## src/rtl/led_flash_slot_table_assert.svh

```systemverilog
// ----------------------------------------------------------------------------
// led_flash_slot_table_assert.svh
// Assertion macros used by the flash slot table RTL.
// ----------------------------------------------------------------------------
`ifndef LED_FLASH_SLOT_TABLE_ASSERT_SVH
`define LED_FLASH_SLOT_TABLE_ASSERT_SVH

// Same-cycle implication, sampled on clk, off while reset is applied
`define LFST_ASSERT_NOW(label, ante, cons, msg) \
	label: assert property (@(posedge clk) disable iff (!arst_n) (ante) |-> (cons)) \
		else $error(msg);

// Next-cycle implication, sampled on clk, off while reset is applied
`define LFST_ASSERT_NEXT(label, ante, cons, msg) \
	label: assert property (@(posedge clk) disable iff (!arst_n) (ante) |=> (cons)) \
		else $error(msg);

`endif

```

## src/rtl/lfst_pkg.sv

```systemverilog
// ----------------------------------------------------------------------------
// lfst_pkg
// Types and constants of the LED flash slot table.
// ----------------------------------------------------------------------------
package lfst_pkg;

	localparam int SLOT_COUNT = 8;
	localparam int SLOT_IDX_W = (SLOT_COUNT > 1) ? $clog2(SLOT_COUNT) : 1;
	localparam int SLOT_CNT_W = $clog2(SLOT_COUNT + 1);

	// Operation codes
	localparam logic [1:0] OP_ENQUEUE = 2'd0;
	localparam logic [1:0] OP_DEQUEUE = 2'd1;
	localparam logic [1:0] OP_TICK    = 2'd2;

	typedef struct packed {
		logic [1:0]  operation;
		logic [31:0] now_ms;
		logic [7:0]  led_id;
		logic [31:0] flash_interval;
		logic [7:0]  flash_count;
		logic [7:0]  red;
		logic [7:0]  green;
		logic [7:0]  blue;
	} req_t;

	typedef struct packed {
		logic [7:0] out_led;
		logic [7:0] out_red;
		logic [7:0] out_green;
		logic [7:0] out_blue;
		logic       use_complement;
		logic       last_result;
	} res_t;

	// One slot as stored in the slot memory; colour is red, green, blue
	typedef struct packed {
		logic [7:0]  led;
		logic [31:0] start_time;
		logic [31:0] interval;
		logic [8:0]  phases_left;
		logic [23:0] colour;
	} slot_entry_t;

	localparam int SLOT_ENTRY_W = $bits(slot_entry_t);

	// Outcome of evaluating one slot
	typedef struct packed {
		slot_entry_t entry;
		logic        release_slot;
		logic        led_match;
		logic        use_complement;
	} slot_eval_t;

	typedef enum logic [1:0] {
		ST_IDLE,
		ST_READ,
		ST_EVAL
	} scan_state_t;

endpackage

```

## src/rtl/lfst_slot_ram.sv

```systemverilog
// ----------------------------------------------------------------------------
// lfst_slot_ram
// Single write port, single read port memory with registered read data.
// ----------------------------------------------------------------------------
module lfst_slot_ram #(
	parameter int DEPTH  = 8,
	parameter int WIDTH  = 8,
	parameter int ADDR_W = (DEPTH > 1) ? $clog2(DEPTH) : 1
) (
	input  logic              clk,
	input  logic              we,
	input  logic [ADDR_W-1:0] waddr,
	input  logic [WIDTH-1:0]  wdata,
	input  logic              re,
	input  logic [ADDR_W-1:0] raddr,
	output logic [WIDTH-1:0]  rdata
);

	logic [WIDTH-1:0] mem_q [DEPTH];

	// Write port
	always_ff @(posedge clk) begin
		if (we) begin
			mem_q[waddr] <= wdata;
		end
	end

	// Read port: data holds until the next read
	always_ff @(posedge clk) begin
		if (re) begin
			rdata <= mem_q[raddr];
		end
	end

endmodule

```

## src/rtl/lfst_slot_update.sv

```systemverilog
// ----------------------------------------------------------------------------
// lfst_slot_update
// Evaluates one slot read from memory: interval check, phase countdown,
// release and LED match for dequeue.
// ----------------------------------------------------------------------------
module lfst_slot_update (
	input  lfst_pkg::slot_entry_t entry,
	input  logic [31:0]           now_ms,
	input  logic [7:0]            led_id,
	output lfst_pkg::slot_eval_t  eval
);
	import lfst_pkg::*;

	logic [31:0] elapsed;
	logic        due;
	logic [8:0]  phases_next;

	// Elapsed time wraps modulo 2^32
	assign elapsed = now_ms - entry.start_time;
	assign due     = (elapsed >= entry.interval);

	// Count down one phase when due, never below zero
	always_comb begin
		phases_next = entry.phases_left;
		if (due && (entry.phases_left != 9'd0)) begin
			phases_next = entry.phases_left - 9'd1;
		end
	end

	// Build the write-back entry and the flags
	always_comb begin
		eval.entry             = entry;
		eval.entry.phases_left = phases_next;
		if (due) begin
			eval.entry.start_time = now_ms;
		end
		eval.release_slot   = due && (phases_next == 9'd0);
		eval.led_match      = (entry.led == led_id);
		eval.use_complement = ~phases_next[0];
	end

endmodule

```

## src/rtl/led_flash_slot_table.sv

```systemverilog
// Enqueue takes effect in the cycle of acceptance; dequeue and tick scan
// the active slots and stall new requests until the scan ends. For each
// active slot the scan reads the slot memory (ST_READ) and then evaluates
// the slot (ST_EVAL); a tick registers one result per active slot.
// Result stalls hold the scan. Reset clears the active bits and the control
// state only; slot memory contents are left as they are.
// ----------------------------------------------------------------------------
// led_flash_slot_table
// Table of LED flash slots: enqueue, dequeue by LED, and timed tick scan
// emitting one result per active slot.
// ----------------------------------------------------------------------------
`include "led_flash_slot_table_assert.svh"

module led_flash_slot_table (
	input  logic           clk,
	input  logic           arst_n,
	input  logic           req_valid,
	output logic           req_stall,
	input  lfst_pkg::req_t req_data,
	output logic           res_valid,
	input  logic           res_stall,
	output lfst_pkg::res_t res_data
);
	import lfst_pkg::*;

	scan_state_t             state_q, state_d;
	logic [SLOT_COUNT-1:0]   active_q;
	logic [SLOT_CNT_W-1:0]   idx_q;
	logic [SLOT_IDX_W-1:0]   cur_idx_q;
	logic [1:0]              op_q;
	logic [31:0]             now_q;
	logic [7:0]              led_q;
	logic                    res_valid_q;
	res_t                    res_q;

	logic                    accept;
	logic                    is_tick;
	logic                    res_free;
	logic                    step;
	logic                    found;
	logic [SLOT_IDX_W-1:0]   next_idx;
	logic                    free_found;
	logic [SLOT_IDX_W-1:0]   free_idx;
	logic                    more_after;

	logic                    ram_we;
	logic [SLOT_IDX_W-1:0]   ram_waddr;
	slot_entry_t             ram_wentry;
	logic                    ram_re;
	logic [SLOT_IDX_W-1:0]   ram_raddr;
	logic [SLOT_ENTRY_W-1:0] ram_rdata;
	slot_entry_t             rd_entry;
	slot_entry_t             enq_entry;
	slot_eval_t              eval;

	assign is_tick  = (op_q == OP_TICK);
	assign res_free = !res_valid_q || !res_stall;
	assign rd_entry = slot_entry_t'(ram_rdata);

	// Find the lowest active slot at or after the scan position
	always_comb begin
		found    = 1'b0;
		next_idx = '0;
		for (int i = SLOT_COUNT - 1; i >= 0; i--) begin
			if (active_q[i] && (SLOT_CNT_W'(i) >= idx_q)) begin
				found    = 1'b1;
				next_idx = SLOT_IDX_W'(i);
			end
		end
	end

	// Find the lowest inactive slot for enqueue
	always_comb begin
		free_found = 1'b0;
		free_idx   = '0;
		for (int i = SLOT_COUNT - 1; i >= 0; i--) begin
			if (!active_q[i]) begin
				free_found = 1'b1;
				free_idx   = SLOT_IDX_W'(i);
			end
		end
	end

	// Detect any active slot beyond the one under evaluation
	always_comb begin
		more_after = 1'b0;
		for (int i = 0; i < SLOT_COUNT; i++) begin
			if (active_q[i] && (SLOT_IDX_W'(i) > cur_idx_q)) begin
				more_after = 1'b1;
			end
		end
	end

	// Build a new slot from the request
	always_comb begin
		enq_entry.led         = req_data.led_id;
		enq_entry.start_time  = req_data.now_ms;
		enq_entry.interval    = req_data.flash_interval;
		enq_entry.phases_left = {req_data.flash_count, 1'b0};
		enq_entry.colour      = {req_data.red, req_data.green, req_data.blue};
	end

	lfst_slot_update u_update (
		.entry  (rd_entry),
		.now_ms (now_q),
		.led_id (led_q),
		.eval   (eval)
	);

	// Slot memory; write-back only goes to the slot just read, and the next
	// read is always a higher slot, so no access overlaps another
	lfst_slot_ram #(
		.DEPTH  (SLOT_COUNT),
		.WIDTH  (SLOT_ENTRY_W),
		.ADDR_W (SLOT_IDX_W)
	) u_ram (
		.clk   (clk),
		.we    (ram_we),
		.waddr (ram_waddr),
		.wdata (SLOT_ENTRY_W'(ram_wentry)),
		.re    (ram_re),
		.raddr (ram_raddr),
		.rdata (ram_rdata)
	);

	// Next state
	always_comb begin
		state_d = state_q;
		case (state_q)
			ST_IDLE: begin
				if (req_valid && ((req_data.operation == OP_DEQUEUE) ||
						(req_data.operation == OP_TICK))) begin
					state_d = ST_READ;
				end
			end
			ST_READ: begin
				state_d = found ? ST_EVAL : ST_IDLE;
			end
			ST_EVAL: begin
				if (!is_tick || res_free) begin
					state_d = ST_READ;
				end
			end
			default: begin
				state_d = ST_IDLE;
			end
		endcase
	end

	// Control outputs
	always_comb begin
		req_stall  = (state_q != ST_IDLE);
		accept     = req_valid && (state_q == ST_IDLE);
		ram_re     = (state_q == ST_READ) && found;
		ram_raddr  = next_idx;
		step       = (state_q == ST_EVAL) && (!is_tick || res_free);
		ram_we     = 1'b0;
		ram_waddr  = free_idx;
		ram_wentry = enq_entry;
		if (accept && (req_data.operation == OP_ENQUEUE) && free_found) begin
			ram_we = 1'b1;
		end else if (step && is_tick) begin
			ram_we     = 1'b1;
			ram_waddr  = cur_idx_q;
			ram_wentry = eval.entry;
		end
	end

	// Control registers
	always_ff @(posedge clk or negedge arst_n) begin
		if (!arst_n) begin
			state_q     <= ST_IDLE;
			active_q    <= '0;
			idx_q       <= '0;
			cur_idx_q   <= '0;
			op_q        <= OP_ENQUEUE;
			res_valid_q <= 1'b0;
		end else begin
			state_q <= state_d;
			if (accept) begin
				op_q  <= req_data.operation;
				idx_q <= '0;
			end
			if (accept && (req_data.operation == OP_ENQUEUE) && free_found) begin
				active_q[free_idx] <= 1'b1;
			end
			if (ram_re) begin
				cur_idx_q <= next_idx;
			end
			// Advance past the evaluated slot and drop it when a tick releases it or a dequeue matches its LED
			if (step) begin
				idx_q <= SLOT_CNT_W'(cur_idx_q) + SLOT_CNT_W'(1);
				if (is_tick ? eval.release_slot : eval.led_match) begin
					active_q[cur_idx_q] <= 1'b0;
				end
			end
			if (step && is_tick) begin
				res_valid_q <= 1'b1;
			end else if (!res_stall) begin
				res_valid_q <= 1'b0;
			end
		end
	end

	// Request payload and result registers
	always_ff @(posedge clk) begin
		if (accept) begin
			now_q <= req_data.now_ms;
			led_q <= req_data.led_id;
		end
		if (step && is_tick) begin
			res_q.out_led        <= rd_entry.led;
			res_q.out_red        <= rd_entry.colour[23:16];
			res_q.out_green      <= rd_entry.colour[15:8];
			res_q.out_blue       <= rd_entry.colour[7:0];
			res_q.use_complement <= eval.use_complement;
			res_q.last_result    <= !more_after;
		end
	end

	assign res_valid = res_valid_q;
	assign res_data  = res_q;

	`LFST_ASSERT_NOW(a_eval_slot_active, state_q == ST_EVAL, active_q[cur_idx_q], "evaluated slot is not active")
	`LFST_ASSERT_NOW(a_enq_free_slot, ram_we && (state_q == ST_IDLE), !active_q[ram_waddr], "enqueue overwrites an active slot")
	`LFST_ASSERT_NEXT(a_scan_start, accept && (req_data.operation == OP_TICK), state_q == ST_READ, "tick did not start a scan")
	`LFST_ASSERT_NEXT(a_last_ends_scan, step && is_tick && !more_after, !found, "slot found after last result")

endmodule
```

## config.mk

```make
export PLATFORM = sky130hd
export DESIGN_NAME = led_flash_slot_table
export DESIGN_NICKNAME = d
export VERILOG_FILES = /design/src/rtl/lfst_pkg.sv /design/src/rtl/lfst_slot_ram.sv /design/src/rtl/lfst_slot_update.sv /design/src/rtl/led_flash_slot_table.sv
export VERILOG_INCLUDE_DIRS = /design/src /design/src/rtl
export SDC_FILE = /design/constraint.sdc
export NUM_CORES = 2
export LEC_CHECK = 0
export BUFFER_PORTS_ARGS = -buffer_cell sky130_fd_sc_hd__buf_2
export CAP_MARGIN = 15
export CORE_MARGIN = 1
export CORE_UTILIZATION = 50
export DETAILED_ROUTE_END_ITERATION = 6
export PLACE_DENSITY = 0.7
export SLEW_MARGIN = 20
export SYNTH_ARGS = -nofsm -noshare
export SYNTH_HDL_FRONTEND = slang
export SYNTH_SLANG_ARGS = --single-unit
```

## constraint.sdc

```tcl
create_clock -name clk -period 9.5 [get_ports clk]
set_input_delay 0.475 -clock clk [delete_from_list [all_inputs] [get_ports clk]]
set_output_delay 0.475 -clock clk [all_outputs]
set_load 0.02 [all_outputs]
```

# Word-level counts from Yosys, hierarchy flattened
# Memories as Yosys holds them, arrays and structs flattened. A register that Yosys moved wholly into a read port is not among the register bits.
# Cells that the tools add are included.
# totals
out_inout_bits,36
reg_bits,94
mem_bits_ro,0
ramBits,840
wordCells,159
inputBits,110
mem_count,1
latch_bits,0
# memory_table
name,depth,word_bits,read_ports,rd_ports_with_merged_regs,wr,line_no,source
u_ram.mem_q,8,105,1,1,1,lfst_slot_ram.sv:19,logic [WIDTH-1:0] mem_q [DEPTH];
# op_classes
n_eq_ne,9
n_mul,0
n_lt_le_gt_ge,21
n_reduce_logical,41
n_bitwise,4
muxes,66
div_mod_pow,0
add_sub_neg,3
shifts,0
# ops
operator,count
$mux W105,2
$mux W3,18
$mux W1,33
$ge A32 B32 Y1,1
$mux W32,1
$sub A32 B32 Y32,1
$logic_and A1 B1 Y1,27
$mux W8,3
$ge A3 B4 Y1 const A,4
$gt A3 B3 Y1 const A,4
$logic_not A9 Y1,1
$mux W9,1
$reduce_bool A9 Y1,1
$sub A9 B1 Y9 const B,1
$and A8 B8 Y8,1
$eq A8 B8 Y1,1
$ge A1 B4 Y1 const A,2
$ge A2 B4 Y1 const A,2
$lt A3 B4 Y1 const B,2
$mux W4,2
$not A8 Y8,1
$or A8 B8 Y8,1
$demux W1 S3,2
$eq A2 B2 Y1 const B,3
other kinds (15),29

# Depth between registers and ports, before layout
# logic_depth
depth_word,17
ltp_mapped,25
depth_no_buf,23

# Modules after synthesis
# A second synthesis with hierarchy kept.
# unflattened
hier_cells,2398
area_unflattened_um2,43808.3
# by_module_without_submodules
module,cells_each,seq_area_each_um2,n_inst,area_per_inst_um2
lfst_slot_ram,1332,28377.2,1,35295.1
led_flash_slot_table,568,2722.6,1,4827.1
lfst_slot_update,498,0.0,1,3686.0

# Worst setup path after synthesis
# Ideal clock, no wire load.
# synth_path
path_type,reg-to-reg
startpoint,register state_q[1]
endpoint,"memory u_ram.mem_q[6][0] (netlist bit), enable pin"
setup_ns,0.571
arrival_time_ns,6.713
path_stages_with_launch,10
n_path_buf,0
period_less_slack_ns,7.284
t_required_ns,8.929
path_slack_ns,2.216
cell_sequence,dfrtp_1 -> nor2_1 -> nand2_1 -> inv_1 -> nand2_1 -> nor2_1 -> o2111a_1 -> a21o_1 -> nand2_1 -> nor2_1
# synth_between
elab_chain_cells,7
word_cells_on_any_way,13
classes_between,eq/ne (1); mux (6); reduce/logical (6)
# synth_rtl
element,line_no,source
"start, declared",led_flash_slot_table.sv:26,"scan_state_t state_q, state_d;"
"start signal, assigned",led_flash_slot_table.sv:179,state_q <= state_d;
$logic_not A2 Y1 *,led_flash_slot_table.sv:153,accept = req_valid && (state_q == ST_IDLE);
$logic_and A1 B1 Y1 *,led_flash_slot_table.sv:153,
named net accept,led_flash_slot_table.sv:36,logic accept;
$logic_and A1 B1 Y1 * (2 in a row),led_flash_slot_table.sv:160,if (accept && (req_data.operation == OP_ENQUEUE) && free_found) begin
$mux W1,led_flash_slot_table.sv:160,
$mux W1,lfst_slot_ram.sv:23,if (we) begin
$mux W1 (implied by the code),lfst_slot_ram.sv:24,mem_q[waddr] <= wdata;
"end, declared",lfst_slot_ram.sv:19,
# Mark *: on every way through the listed nets, which the timed path passes. The rest lies on a longest branch.

==> metrics <==
reg2reg end=u_ram.mem_q[1][96]$_DFFE_PP_; syn avg cell area=16.12 sq um; Initial DRC Count=1802; flops & latches, synth=1039; drt wl/cell=22.51 um; critical setup path kind=reg -> reg; synth warn=0; standard-cell row count=108; postcts setup bufs=0; crit path cell chain=inv_1 > ha_1 > inv_1 > fa_1 > a21o_1 > a221oi_2 > o41ai_1 > o21ai_1 > a22oi_1 > a211oi_1 > a21oi_1 > xor2_1 > ha_1 > and4_1 > nand2_1 > or2_1 > a211oi_1 > o21ai_1 > nand2_2 > buf_4 > mux2i_1 > o21ai_0; cts bufs inserted=102; RR Startpoint=now_q[0]$_DFFE_PP_; vias in the first global route=23621; register area share after synthesis=0.7054; Area Overhead vs Synth=12.02%; Fin Setup TNS=0 ps; DP HPWL=53.23 mm; flop-to-flop setup slack=3550 ps; Cell Area, Placed=46020 sq um; leakage power=20.34 nW; Critical Path Source=now_q[0]$_DFFE_PP_; Slew Limit Fails=0; Antenna Nets Post-Route=0; Post-synth EDFFs=1019; die height=299.0 um; via density per instance=5.590; Post-synth ARST share=0.01925; RSZ-0062 raised after global routing=no; final instance area=49390 sq um; Initial DRT Pass Iterations=5; Die ar.=89370 sq um; CP Capture Type=register; Min-Delay Path Class=in -> reg; share of the synthesized area in the top cell type=0.6940; Max FO, Critical Path=61; Slowest cell on crit path=buf_4; Worst path depth=22; worst clock skew=41.75 ps; final net count=3098; Synth Instances=2735; # IOs=146; CTS tree=done; Tmin final=5949 ps; area of the multi-input gates=12090 sq um; worst r2r path cells=22; fill cell count=6652; Die X=299.0 um; startpoint types=register; GR Overflow Total=0; crit-path max cell delay=660 ps; via count=23267; # H-tree levels=3; largest net degree at the start of global routing=149; Final Cycle Share=0.6262; worst path bufs/invs=3; VDD IR max=411.6 uV; Worst Setup EP=u_ram.mem_q[1][96]$_DFFE_PP_; ys flop type=edfxtp_1; area leader, netlist=edfxtp_1; share of cells above drive strength 1=0.1528; clk buf depth=3; Post-Syn Area=44090 sq um; Crit path required time=9870 ps; CTS sink cnt=1039; Worst slew margin=0.2463; Starting Density=0.5067; fmax=0.1681 GHz; Slew @ Worst Pin=1131 ps; clk_lat worst skew=670 ps; Fin Hold WS=28.84 ps; maxcap violations=0; Top delay family on crit path=compound AO/OA/AOI/OAI gates; clock root cell=clkbuf_16; Critical Path AT=6320 ps; IO Port Bufs=145; pwr/cell area=312.4 nW/um^2; Reg area=31100 sq um; first-pass GRT wire length=141.0 mm; Reg clk slew, reported paths=60 ps; Final GP Congestion=0.8458; synthesized net count=2914; total power draw=0.01543 W; drt drc=0; final setup fails=0; synth unique cells=69; initial antenna violation count=7; Core Area=87020 sq um; GR Util All Layers=0.2083; Final Hold Viols=0; top cells by area, synth=edfxtp_1 69%, mux2i_1 14%, mux2_2 2.7%, ha_1 1.9%, nand2_1 1.9%; WL final=93.69 mm; status=finished clean
[kinds of logic after synthesis]
| kind of cell | synth area share |
|---|---|
| buf+inv | 0.02270 |
| mux | 0.1710 |
| compound gates | 0.03683 |
| xor+xnor | 0.008145 |
| fa+ha+maj | 0.01998 |
| simple gates | 0.03598 |
| flops | 0.7054 |
[sequential cells by signal, summed over array words and instances, names as in the netlist, 3 cells and up]
register     flops
idx_q            4
res_data        34
now_q           32
cur_idx_q        3
u_ram.mem_q    840
u_ram.rdata    105
led_q            8
active_q         8
[Yosys cell counts, drive strengths merged, types with 3 or more instances]
master and number:
nand2b 10, a21o 30, nand2 219, mux2 106, and2 5, nand3 16
buf 67, a211oi 4, nand4 6, or2 3, nor2b 9, o21a 6
edfxtp 1019, nor3 13, inv 84, a211o 4, mux2i 634, ha 68
and3 7, xor2 9, and4 3, o21ai 102, nor4 4, a21oi 90
nor2 71, a31oi 9, o211ai 3, clkbuf 49, xnor2 32, dfrtp 20
[final cells by class]
type,count,share of cell area
tap,1155,0.02926
clock inverter,58,0.009880
inverter,85,0.006536
antenna,3,0.0001520
sequential,1039,0.6297
clock buffer,131,0.05535
multi-input combinational,1495,0.2447
timing repair buffer,196,0.02442
[through the flow]
step	setup slack, ps	util	instances
2_1_floorplan	2216	-	2735
3_3_place_gp	3800	0.5288	3956
3_5_place_dp	3604	0.5288	3956
4_1_cts	3578	0.5675	4159
5_1_grt	3015	0.5675	4159
6_report	3551	0.5676	4162
[placed cells by master (no fill, tap or decap), types with 5 or more instances in the layout]
master         count
a31oi_1            9
and3_1             7
dlygate4sd3_1     14
o21ai_1           46
clkbuf_1          24
nor2_1            62
a21oi_1           90
inv_1             81
buf_12             5
xor2_1             9
nand2_1          218
buf_4             32
nor2_4             8
xnor2_1           32
dfrtp_1           20
clkbuf_16        104
clkinvlp_4         6
nand4_1            6
buf_2            145
mux2_2           106
edfxtp_1        1019
nand2b_1          10
bufinv_16          6
ha_1              68
a21o_1            30
o21a_1             6
nor2b_1            9
o21ai_0           54
nand3_1           15
clkinv_1          24
clkinv_2          17
mux2i_1          634
nor3_1            11
[report_power, final]
group          leakage (nW)  switching (W)  total [W]  internal [W]
logic                  9.30        0.00322    0.00535       0.00213
clock network          1.56        0.00166    0.00386       0.00220
registers              9.48       0.000239    0.00622       0.00598
[routing by layer]
layer	global-route usage	vias up	wire length, um
li1	-	10783	-
met1	0.2742	11776	39880
met2	0.3530	549	46600
met3	0.03402	149	4766
met4	0.06791	10	2384
met5	0	-	61
[how the worst min path moves through the flow]
stage / startpoint / endpoint / slack [ps] / depth (start not counted)
floorplan: arst_n / active_q[0]$_DFF_PN0_ / 180 / 0
global placement: u_ram.rdata[6]$_DFFE_PP_ / res_data[8]$_DFFE_PP_ / 430 / 0
detailed placement: u_ram.rdata[15]$_DFFE_PP_ / res_data[17]$_DFFE_PP_ / 430 / 0
CTS: req_data[94] / now_q[22]$_DFFE_PP_ / 0.5 / 1
global route: req_data[84] / now_q[12]$_DFFE_PP_ / 20 / 1
finish: req_data[90] / now_q[18]$_DFFE_PP_ / 30 / 1
[repair_timing]
item	CTS	global route
hold buffers	14	0
hold endpoints to repair	33	0
gates resized for setup	0	0
No activity file was read; power rests on OpenSTA's default activity.
